### src/bnti_pkg.sv
package bnti_pkg;

  localparam int CHAR_W     = 8;
  localparam int LEN_W      = 5;
  localparam int CHARS_W    = 64;
  localparam int OUT_W      = 32;
  localparam int VALUE_W    = 32;
  localparam int MAX_DIGITS = 16;
  localparam int DIGIT_W    = (MAX_DIGITS > 2) ? $clog2(MAX_DIGITS) : 1;

  localparam int CFG_IDX_W = 2;
  localparam logic [CFG_IDX_W-1:0] REG_LENGTH     = 2'd0;
  localparam logic [CFG_IDX_W-1:0] REG_CHARS_LOW  = 2'd1;
  localparam logic [CFG_IDX_W-1:0] REG_CHARS_HIGH = 2'd2;

  localparam logic [LEN_W-1:0]   RST_LENGTH     = 5'd10;
  localparam logic [CHARS_W-1:0] RST_CHARS_LOW  = 64'h3736_3534_3332_3130;
  localparam logic [CHARS_W-1:0] RST_CHARS_HIGH = 64'h0000_0000_0000_3938;

  localparam logic [CHAR_W-1:0] CH_PLUS   = 8'h2B;
  localparam logic [CHAR_W-1:0] CH_MINUS  = 8'h2D;
  localparam logic [CHAR_W-1:0] CH_TAB    = 8'h09;
  localparam logic [CHAR_W-1:0] CH_CR     = 8'h0D;
  localparam logic [CHAR_W-1:0] CH_SPACE  = 8'h20;
  localparam logic [CHAR_W-1:0] CH_NUL    = 8'h00;

  localparam int QDEPTH  = 4;
  localparam int QPTR_W  = $clog2(QDEPTH);
  localparam int QCNT_W  = $clog2(QDEPTH + 1);

  typedef struct packed {
    logic               acc_en;
    logic [DIGIT_W-1:0] digit;
    logic [LEN_W-1:0]   base;
    logic               last;
    logic               neg;
    logic               ok;
  } q_entry_t;

endpackage

### src/bnti_channels.sv
interface bnti_text_if import bnti_pkg::*; ();
  logic              valid;
  logic              ready;
  logic [CHAR_W-1:0] character;
  logic              end_of_text;
  modport source(output valid, character, end_of_text, input ready);
  modport sink(input valid, character, end_of_text, output ready);
endinterface

interface bnti_result_if import bnti_pkg::*; ();
  logic                    valid;
  logic                    ready;
  logic signed [OUT_W-1:0] value;
  logic                    alphabet_valid;
  modport source(output valid, value, alphabet_valid, input ready);
  modport sink(input valid, value, alphabet_valid, output ready);
endinterface

interface bnti_cfg_if import bnti_pkg::*; ();
  logic                 valid;
  logic                 ready;
  logic [CFG_IDX_W-1:0] index;
  logic [CHARS_W-1:0]   data;
  modport source(output valid, index, data, input ready);
  modport sink(input valid, index, data, output ready);
endinterface

### src/base_n_text_to_integer.sv
// Text to signed integer converter with a configurable digit alphabet.
// text:   one character per word; end_of_text marks the final character.
// result: one word per string, issued after the final character: value
//         (signed, wraps modulo 2^32) and alphabet_valid. value is zero
//         when the alphabet is invalid.
// cfg:    register writes (0 length, 1 chars 0..7, 2 chars 8..15); always
//         ready. Write only while no string is in flight.
// Throughput: one character per cycle while the queue has room, set by the
// multiply-add on the accumulator in the back end.
// Result path: the final character is written into the queue, and the back
// end registers the result when it pops that word.
// A 4-word queue separates the parser from the accumulator, so text keeps
// flowing while a result waits; a stalled result holds its value and blocks
// the back end only at the next end-of-text word, after which text.ready
// drops once the queue fills.
// Reset: synchronous; restores alphabet "0123456789" (base 10), empties the
// queue and clears the parser and accumulator. No clearing pass is needed.
module base_n_text_to_integer import bnti_pkg::*; (
  input  logic          clk,
  input  logic          rst,
  bnti_text_if.sink     text,
  bnti_cfg_if.sink      cfg,
  bnti_result_if.source result
);

  logic     push_valid, push_ready, pop_valid, pop_ready;
  q_entry_t push_entry, pop_entry;

  bnti_front u_front (
    .clk        (clk),
    .rst        (rst),
    .text       (text),
    .cfg        (cfg),
    .push_valid (push_valid),
    .push_ready (push_ready),
    .push_entry (push_entry)
  );

  bnti_queue u_queue (
    .clk       (clk),
    .rst       (rst),
    .in_valid  (push_valid),
    .in_ready  (push_ready),
    .in_entry  (push_entry),
    .out_valid (pop_valid),
    .out_ready (pop_ready),
    .out_entry (pop_entry)
  );

  bnti_back u_back (
    .clk     (clk),
    .rst     (rst),
    .q_valid (pop_valid),
    .q_ready (pop_ready),
    .q_entry (pop_entry),
    .result  (result)
  );

endmodule

### src/bnti_front.sv
module bnti_front import bnti_pkg::*; (
  input  logic      clk,
  input  logic      rst,
  bnti_text_if.sink text,
  bnti_cfg_if.sink  cfg,
  output logic      push_valid,
  input  logic      push_ready,
  output q_entry_t  push_entry
);

  localparam logic [1:0] PH_SPACE = 2'd0;
  localparam logic [1:0] PH_SIGN  = 2'd1;
  localparam logic [1:0] PH_DIGIT = 2'd2;
  localparam logic [1:0] PH_DONE  = 2'd3;

  logic [LEN_W-1:0]     alphabet_length;
  logic [CHARS_W-1:0]   alphabet_chars_low;
  logic [CHARS_W-1:0]   alphabet_chars_high;
  logic [2*CHARS_W-1:0] chars;
  logic [LEN_W-1:0]     used_len;

  logic [1:0]         phase, phase_next;
  logic               neg, neg_next;
  logic               hit, ok, is_sp, acc_en, accept;
  logic [DIGIT_W-1:0] digit;

  assign cfg.ready = 1'b1;

  always_ff @(posedge clk) begin
    if (rst) begin
      alphabet_length     <= RST_LENGTH;
      alphabet_chars_low  <= RST_CHARS_LOW;
      alphabet_chars_high <= RST_CHARS_HIGH;
    end else if (cfg.valid) begin
      case (cfg.index)
        REG_LENGTH:     alphabet_length     <= cfg.data[LEN_W-1:0];
        REG_CHARS_LOW:  alphabet_chars_low  <= cfg.data;
        REG_CHARS_HIGH: alphabet_chars_high <= cfg.data;
        default: ;
      endcase
    end
  end

  assign chars    = {alphabet_chars_high, alphabet_chars_low};
  assign used_len = (alphabet_length > LEN_W'(MAX_DIGITS)) ? LEN_W'(MAX_DIGITS)
                                                            : alphabet_length;

  // digit lookup, lowest index wins
  always_comb begin
    hit   = 1'b0;
    digit = '0;
    for (int i = MAX_DIGITS - 1; i >= 0; i--) begin
      if (LEN_W'(i) < used_len && chars[8*i +: CHAR_W] == text.character) begin
        hit   = 1'b1;
        digit = DIGIT_W'(i);
      end
    end
  end

  // alphabet check
  always_comb begin
    logic [CHAR_W-1:0] ci;
    ok = (alphabet_length >= LEN_W'(2)) && (alphabet_length <= LEN_W'(MAX_DIGITS));
    for (int i = 0; i < MAX_DIGITS; i++) begin
      ci = chars[8*i +: CHAR_W];
      if (LEN_W'(i) < alphabet_length) begin
        if (ci == CH_PLUS || ci == CH_MINUS || ci == CH_NUL || ci == CH_SPACE ||
            (ci >= CH_TAB && ci <= CH_CR))
          ok = 1'b0;
        for (int j = i + 1; j < MAX_DIGITS; j++) begin
          if (LEN_W'(j) < alphabet_length && chars[8*j +: CHAR_W] == ci)
            ok = 1'b0;
        end
      end
    end
  end

  assign is_sp = (text.character >= CH_TAB && text.character <= CH_CR) ||
                 text.character == CH_SPACE;

  always_comb begin
    phase_next = phase;
    neg_next   = neg;
    acc_en     = 1'b0;
    if (phase_next == PH_SPACE && !is_sp)
      phase_next = PH_SIGN;
    if (phase_next == PH_SIGN) begin
      if (text.character == CH_MINUS)
        neg_next = !neg;
      else if (text.character != CH_PLUS)
        phase_next = PH_DIGIT;
    end
    if (phase_next == PH_DIGIT) begin
      if (hit)
        acc_en = 1'b1;
      else
        phase_next = PH_DONE;
    end
  end

  assign text.ready = push_ready;
  assign accept     = text.valid && push_ready;

  always_ff @(posedge clk) begin
    if (rst) begin
      phase <= PH_SPACE;
      neg   <= 1'b0;
    end else if (accept) begin
      if (text.end_of_text) begin
        phase <= PH_SPACE;
        neg   <= 1'b0;
      end else begin
        phase <= phase_next;
        neg   <= neg_next;
      end
    end
  end

  assign push_valid        = text.valid;
  assign push_entry.acc_en = acc_en;
  assign push_entry.digit  = digit;
  assign push_entry.base   = used_len;
  assign push_entry.last   = text.end_of_text;
  assign push_entry.neg    = neg_next;
  assign push_entry.ok     = ok;

  a_restart: assert property (@(posedge clk) disable iff (rst)
    accept && text.end_of_text |=> phase == PH_SPACE && !neg)
    else $error("parser not restarted after end of text");

endmodule

### src/bnti_queue.sv
module bnti_queue import bnti_pkg::*; (
  input  logic     clk,
  input  logic     rst,
  input  logic     in_valid,
  output logic     in_ready,
  input  q_entry_t in_entry,
  output logic     out_valid,
  input  logic     out_ready,
  output q_entry_t out_entry
);

  q_entry_t          mem [QDEPTH];
  logic [QPTR_W-1:0] wr_ptr, rd_ptr;
  logic [QCNT_W-1:0] count;
  logic              push, pop;

  assign in_ready  = count != QCNT_W'(QDEPTH);
  assign out_valid = count != '0;
  assign out_entry = mem[rd_ptr];
  assign push      = in_valid && in_ready;
  assign pop       = out_valid && out_ready;

  always_ff @(posedge clk) begin
    if (push)
      mem[wr_ptr] <= in_entry;
  end

  always_ff @(posedge clk) begin
    if (rst) begin
      wr_ptr <= '0;
      rd_ptr <= '0;
      count  <= '0;
    end else begin
      if (push)
        wr_ptr <= wr_ptr + QPTR_W'(1);
      if (pop)
        rd_ptr <= rd_ptr + QPTR_W'(1);
      if (push && !pop)
        count <= count + QCNT_W'(1);
      else if (pop && !push)
        count <= count - QCNT_W'(1);
    end
  end

  a_no_overflow: assert property (@(posedge clk) disable iff (rst)
    count <= QCNT_W'(QDEPTH))
    else $error("queue overflow");

  a_ptr_gap: assert property (@(posedge clk) disable iff (rst)
    QPTR_W'(rd_ptr + QPTR_W'(count)) == wr_ptr)
    else $error("queue pointers disagree with count");

endmodule

### src/bnti_back.sv
module bnti_back import bnti_pkg::*; (
  input  logic          clk,
  input  logic          rst,
  input  logic          q_valid,
  output logic          q_ready,
  input  q_entry_t      q_entry,
  bnti_result_if.source result
);

  logic [VALUE_W-1:0]        acc, acc_new, signed_acc;
  logic                      out_valid, pop;
  logic signed [OUT_W-1:0]   out_value;
  logic                      out_ok;

  assign q_ready = !q_entry.last || !out_valid || result.ready;
  assign pop     = q_valid && q_ready;

  assign acc_new = q_entry.acc_en
      ? VALUE_W'(acc * VALUE_W'(q_entry.base) + VALUE_W'(q_entry.digit))
      : acc;
  assign signed_acc = q_entry.neg ? VALUE_W'(-acc_new) : acc_new;

  always_ff @(posedge clk) begin
    if (rst) begin
      acc       <= '0;
      out_valid <= 1'b0;
    end else begin
      if (pop && q_entry.last)
        out_valid <= 1'b1;
      else if (result.ready)
        out_valid <= 1'b0;
      if (pop) begin
        if (q_entry.last)
          acc <= '0;
        else
          acc <= acc_new;
      end
    end
  end

  always_ff @(posedge clk) begin
    if (pop && q_entry.last) begin
      out_value <= q_entry.ok ? OUT_W'($signed(signed_acc)) : '0;
      out_ok    <= q_entry.ok;
    end
  end

  assign result.valid          = out_valid;
  assign result.value          = out_value;
  assign result.alphabet_valid = out_ok;

  a_word_out: assert property (@(posedge clk) disable iff (rst)
    pop && q_entry.last |=> out_valid && acc == '0)
    else $error("last word did not produce a result");

  a_zero_invalid: assert property (@(posedge clk) disable iff (rst)
    out_valid && !out_ok |-> out_value == '0)
    else $error("non-zero value with invalid alphabet");

endmodule

### src/flat_wrapper.sv
// flat-port wrapper written by rule: the top's interface ports become plain ports
module base_n_text_to_integer_flat import bnti_pkg::*;
  (clk, rst, text_valid, text_character, text_end_of_text, text_ready, cfg_valid, cfg_index, cfg_data, cfg_ready, result_valid, result_value, result_alphabet_valid, result_ready);
  bnti_text_if text_i ();
  bnti_cfg_if cfg_i ();
  bnti_result_if result_i ();
  input  logic clk;
  input  logic rst;
  input wire logic [$bits(text_i.valid)-1:0] text_valid;
  input wire logic [$bits(text_i.character)-1:0] text_character;
  input wire logic [$bits(text_i.end_of_text)-1:0] text_end_of_text;
  output wire logic [$bits(text_i.ready)-1:0] text_ready;
  input wire logic [$bits(cfg_i.valid)-1:0] cfg_valid;
  input wire logic [$bits(cfg_i.index)-1:0] cfg_index;
  input wire logic [$bits(cfg_i.data)-1:0] cfg_data;
  output wire logic [$bits(cfg_i.ready)-1:0] cfg_ready;
  output wire logic [$bits(result_i.valid)-1:0] result_valid;
  output wire logic [$bits(result_i.value)-1:0] result_value;
  output wire logic [$bits(result_i.alphabet_valid)-1:0] result_alphabet_valid;
  input wire logic [$bits(result_i.ready)-1:0] result_ready;
  assign text_i.valid = text_valid;
  assign text_i.character = text_character;
  assign text_i.end_of_text = text_end_of_text;
  assign text_ready = text_i.ready;
  assign cfg_i.valid = cfg_valid;
  assign cfg_i.index = cfg_index;
  assign cfg_i.data = cfg_data;
  assign cfg_ready = cfg_i.ready;
  assign result_valid = result_i.valid;
  assign result_value = result_i.value;
  assign result_alphabet_valid = result_i.alphabet_valid;
  assign result_i.ready = result_ready;
  base_n_text_to_integer u_core (.clk(clk), .rst(rst), .text(text_i), .cfg(cfg_i), .result(result_i));
endmodule
### config.mk
export PLATFORM = sky130hd
export DESIGN_NAME = base_n_text_to_integer_flat
export DESIGN_NICKNAME = d
export VERILOG_FILES = /design/src/bnti_pkg.sv /design/src/bnti_channels.sv /design/src/base_n_text_to_integer.sv /design/src/bnti_front.sv /design/src/bnti_queue.sv /design/src/bnti_back.sv /design/src/flat_wrapper.sv
export SDC_FILE = /design/constraint.sdc
export NUM_CORES = 2
export LEC_CHECK = 0
export BUFFER_PORTS_ARGS = -buffer_cell sky130_fd_sc_hd__buf_2
export CAP_MARGIN = 20
export CORE_MARGIN = 10
export CORE_UTILIZATION = 65
export DETAILED_ROUTE_END_ITERATION = 16
export GPL_ROUTABILITY_DRIVEN = 0
export HOLD_SLACK_MARGIN = 0.15
export PLACE_DENSITY = 0.8
export SLEW_MARGIN = 20
export SYNTH_ARGS = -nofsm -noshare
export SYNTH_HDL_FRONTEND = slang
export SYNTH_SLANG_ARGS = --single-unit
### constraint.sdc
create_clock -name clk -period 7.15 [get_ports clk]
set_input_delay 0.715 -clock clk [delete_from_list [all_inputs] [get_ports clk]]
set_output_delay 0.715 -clock clk [all_outputs]
set_load 0.005 [all_outputs]
==> flow_metrics.tcl <==
set metrics [dict create \
    rsz0062_at_grt "false" \
    setup_viol 0 \
    cap_violations 0 \
    crit_path_end "u_core.u_back.result.value[30]" \
    status "complete, no violations" \
    setup_tns_ns 0 \
    n_fill_cell 3595 \
    post_cts_buffers 0 \
    drv_slew 0 \
    grt_first_pass_wirelength_um 160000 \
    setup.worst_path.end_class "register" \
    nets 3895 \
    synth_adder_area_share_pct 8.62 \
    synth.distinct_cells 77 \
    grt_pass1_vias 27818 \
    synth_compound_area_share_pct 8.78 \
    overflow 0 \
    reg2reg_depth 16 \
    n_antenna_cell 0 \
    drive_gt1_share_pct 9.83 \
    worst_hold_path_type "in -> reg" \
    cts_made_buffers 30 \
    area.sequential_um2 6120 \
    synth_nets 3986 \
    synth_top_area_share_pct 22.9 \
    p_per_area_nw_per_um2 195 \
    netlist_area_um2 30100 \
    portBuffers 114 \
    ios 116 \
    async_flop_share_pct 0 \
    antenna_left 0 \
    drc 0 \
    multi_input_area_um2 22200 \
    wl_per_cell_um 24.2 \
    synth_edf_count 85 \
    syn_inst 3751 \
    grt_use_total_pct 35.8 \
    antenna_found_initial 2 \
    synth_top_cells_by_count "xnor2_1, nand2_1, xor2_1" \
    synth-xor-area-share_pct 33.6 \
    fmax_mhz 155 \
    die_width_um 235 \
    r2r_end "u_core.u_back.result.value[30]" \
    path_max_fanout 30 \
    ys_top_cells_by_area "xnor2_1, dfxtp_1, xor2_1, edfxtp_1, fa_1" \
    cts-root-buf "clkbuf_16" \
    drt_wl_total_um 104000 \
    fin_crit_sh_pct 90.2 \
    worst_ir_drop_vdd_v 0.000206 \
    pre_cts_ws_ns 0.720 \
    synthFlopType "dfxtp_1" \
    synth_warnings 0 \
    seq_area_frac_synth_pct 20.3 \
    cts_tree "yes" \
    rows 78 \
    die_y_um 235 \
    drt_iter0_drc 3876 \
    worst_pin_slew_ns 1.25 \
    period_minus_slack_ns 6.45 \
    vias 28586 \
    ys_seq_elements 263 \
    synthMuxAreaShare_pct 1.79 \
    finalWorstSetupSlack_ns 0.697 \
    h-tree-depth 1 \
    synth_top_family_by_area "XOR/XNOR gates" \
    ctsLongestPathBuffers 3 \
    cp.required_ns 7.50 \
    hpwl_um 65800 \
    relSlewSlack_pct 15.7 \
    die_area_um2 55200 \
    dr.pass1.iters 9 \
    initial_utilization_pct 66.0 \
    synth_area_leader_cell "xnor2_1" \
    synth.most_common_cell "xnor2_1" \
    grt_max_degree 101 \
    leakage_nw 12.4 \
    worstSetupPathType "reg -> reg" \
    worst_clock_skew_ns 0.00962 \
    area_growth_syn_to_layout_pct 6.75 \
    avgSynthCellArea_um2 8.01 \
    insertion_delay_ns 0.60 \
    final-hold-violation-count 0 \
    core_area_um2 45600 \
    synth-simple-area-share_pct 20.8 \
    clock-sinks 263 \
    hold_buffers 0 \
    worstPathArrival_ns 6.80 \
    routed_via_density 6.67 \
    clk_pin_slew_worst_paths_ns 0.07 \
    cts-resized-gates 0 \
    ff2ff_setup_slack_ns 0.70 \
    start_kind "register" \
    hp-start "cfg_data[5]" \
]
-- worst min path at each step --
| stage | cells past startpoint | to |
|---|---|---|
| floorplan | 2 | u_core.u_front.phase[0] |
| global placement | 2 | u_core.u_front.alphabet_chars_high[28] |
| detailed placement | 2 | u_core.u_front.alphabet_chars_high[14] |
| CTS | 2 | u_core.u_front.alphabet_chars_high[5] |
| global route | 2 | u_core.u_front.alphabet_chars_high[5] |
| finish | 2 | u_core.u_front.alphabet_chars_high[5] |
-- per-layer routing --
metal	global-route usage (%)	wire (um)	share of wire [%]
met1	42.9	37200	36
met2	54.7	43800	42
met3	12.5	14800	14
met4	21.1	7940	7.7
met5	0	15	0.014
-- cells by family after synthesis --
| logic type | Yosys count |
|---|---|
| compound gates | 425 |
| xor+xnor | 1149 |
| fa+ha+maj | 155 |
| buf+inv | 477 |
| flops | 263 |
| mux | 43 |
| other cells | 1 |
| simple gates | 1238 |
-- report_power, final --
part           switching, mW  internal (mW)
clock network          0.675          0.886
logic                   1.75           1.02
registers              0.131           1.80
total                   2.55           3.70
-- cells in the final DEF (no fill, tap or decap), types with 10 or more instances in the layout --
cell type  Yosys  routed
and3_1        11      11
and2_1        11      11
a211oi_1      15      15
mux2i_1       29      28
a21oi_1      191     190
dfxtp_1      178     177
nor4_1       133     133
edfxtp_1      85      85
nor2b_1       78      78
or3_1         12      12
clkbuf_16      0      30
nand2b_1      18      18
o21ai_0       45      45
nor2_1       147     146
inv_1         84      83
buf_2          9     113
a22o_1        11      11
nand2_1      421     421
a22oi_1       17      17
fa_1          87      87
nand3b_1      39      39
ha_1          68      68
a31oi_1       46      46
nand3_1       43      43
xor2_1       362     362
xnor2_1      785     785
nor3_1        99      99
nand4_1      190     190
buf_4          4     156
o31ai_1       10      10
-- stage by stage --
stage                     instance area [um2]  power [mW]  std cells  hold WS (ns)  utilization [%]
after floorplan                         30100        3.89       3751         0.441                -
after global placement                  31100        4.57       4227         0.443             68.2
after detailed placement                31100        4.64       4227         0.449             68.2
after CTS                               32100        6.20       4283         0.322             70.3
after global routing                    32100        6.57       4284         0.343             70.4
final                                   32100        6.25       4284         0.333             70.4
-- worst max-delay path, cell delays in order (launching register included) --
cell and delay [ns]:
dfxtp_1 0.44, mux4_2 0.83, nand2_1 0.18, fa_1 0.46, fa_1 0.53, fa_1 0.54
inv_1 0.04, ha_1 0.36, nand4b_1 0.22, a211oi_1 0.55, o21ai_0 0.43, and4_1 0.33
a211oi_2 0.41, nor3b_1 0.40, and3_1 0.26, a21oi_1 0.09, mux2i_1 0.13
-- cell type report --
type / instances / area share (%)
clock inverters: 20 / 0.565
well taps: 600 / 2.34
clock buffers: 36 / 2.53
repair buffers: 270 / 5.45
inverters: 84 / 0.983
multi-input cells: 3011 / 69.1
flip-flops and latches: 263 / 19.1
-- flip-flops by register name, summed over array words and instances (netlist names), named ones only --
signal	count
u_core.u_back.acc	32
u_core.u_front.alphabet_chars_low	64
u_core.u_front.phase	2
u_core.u_front.alphabet_length	5
u_core.u_front.neg	1
u_core.u_back.result.alphabet_valid	1
u_core.u_queue.wr_ptr	2
u_core.u_back.result.value	32
u_core.u_back.result.valid	1
u_core.u_queue.rd_ptr	2
u_core.u_queue.mem	52
u_core.u_queue.count	3
u_core.u_front.alphabet_chars_high	64
No activity file was read; power rests on OpenSTA's default activity.
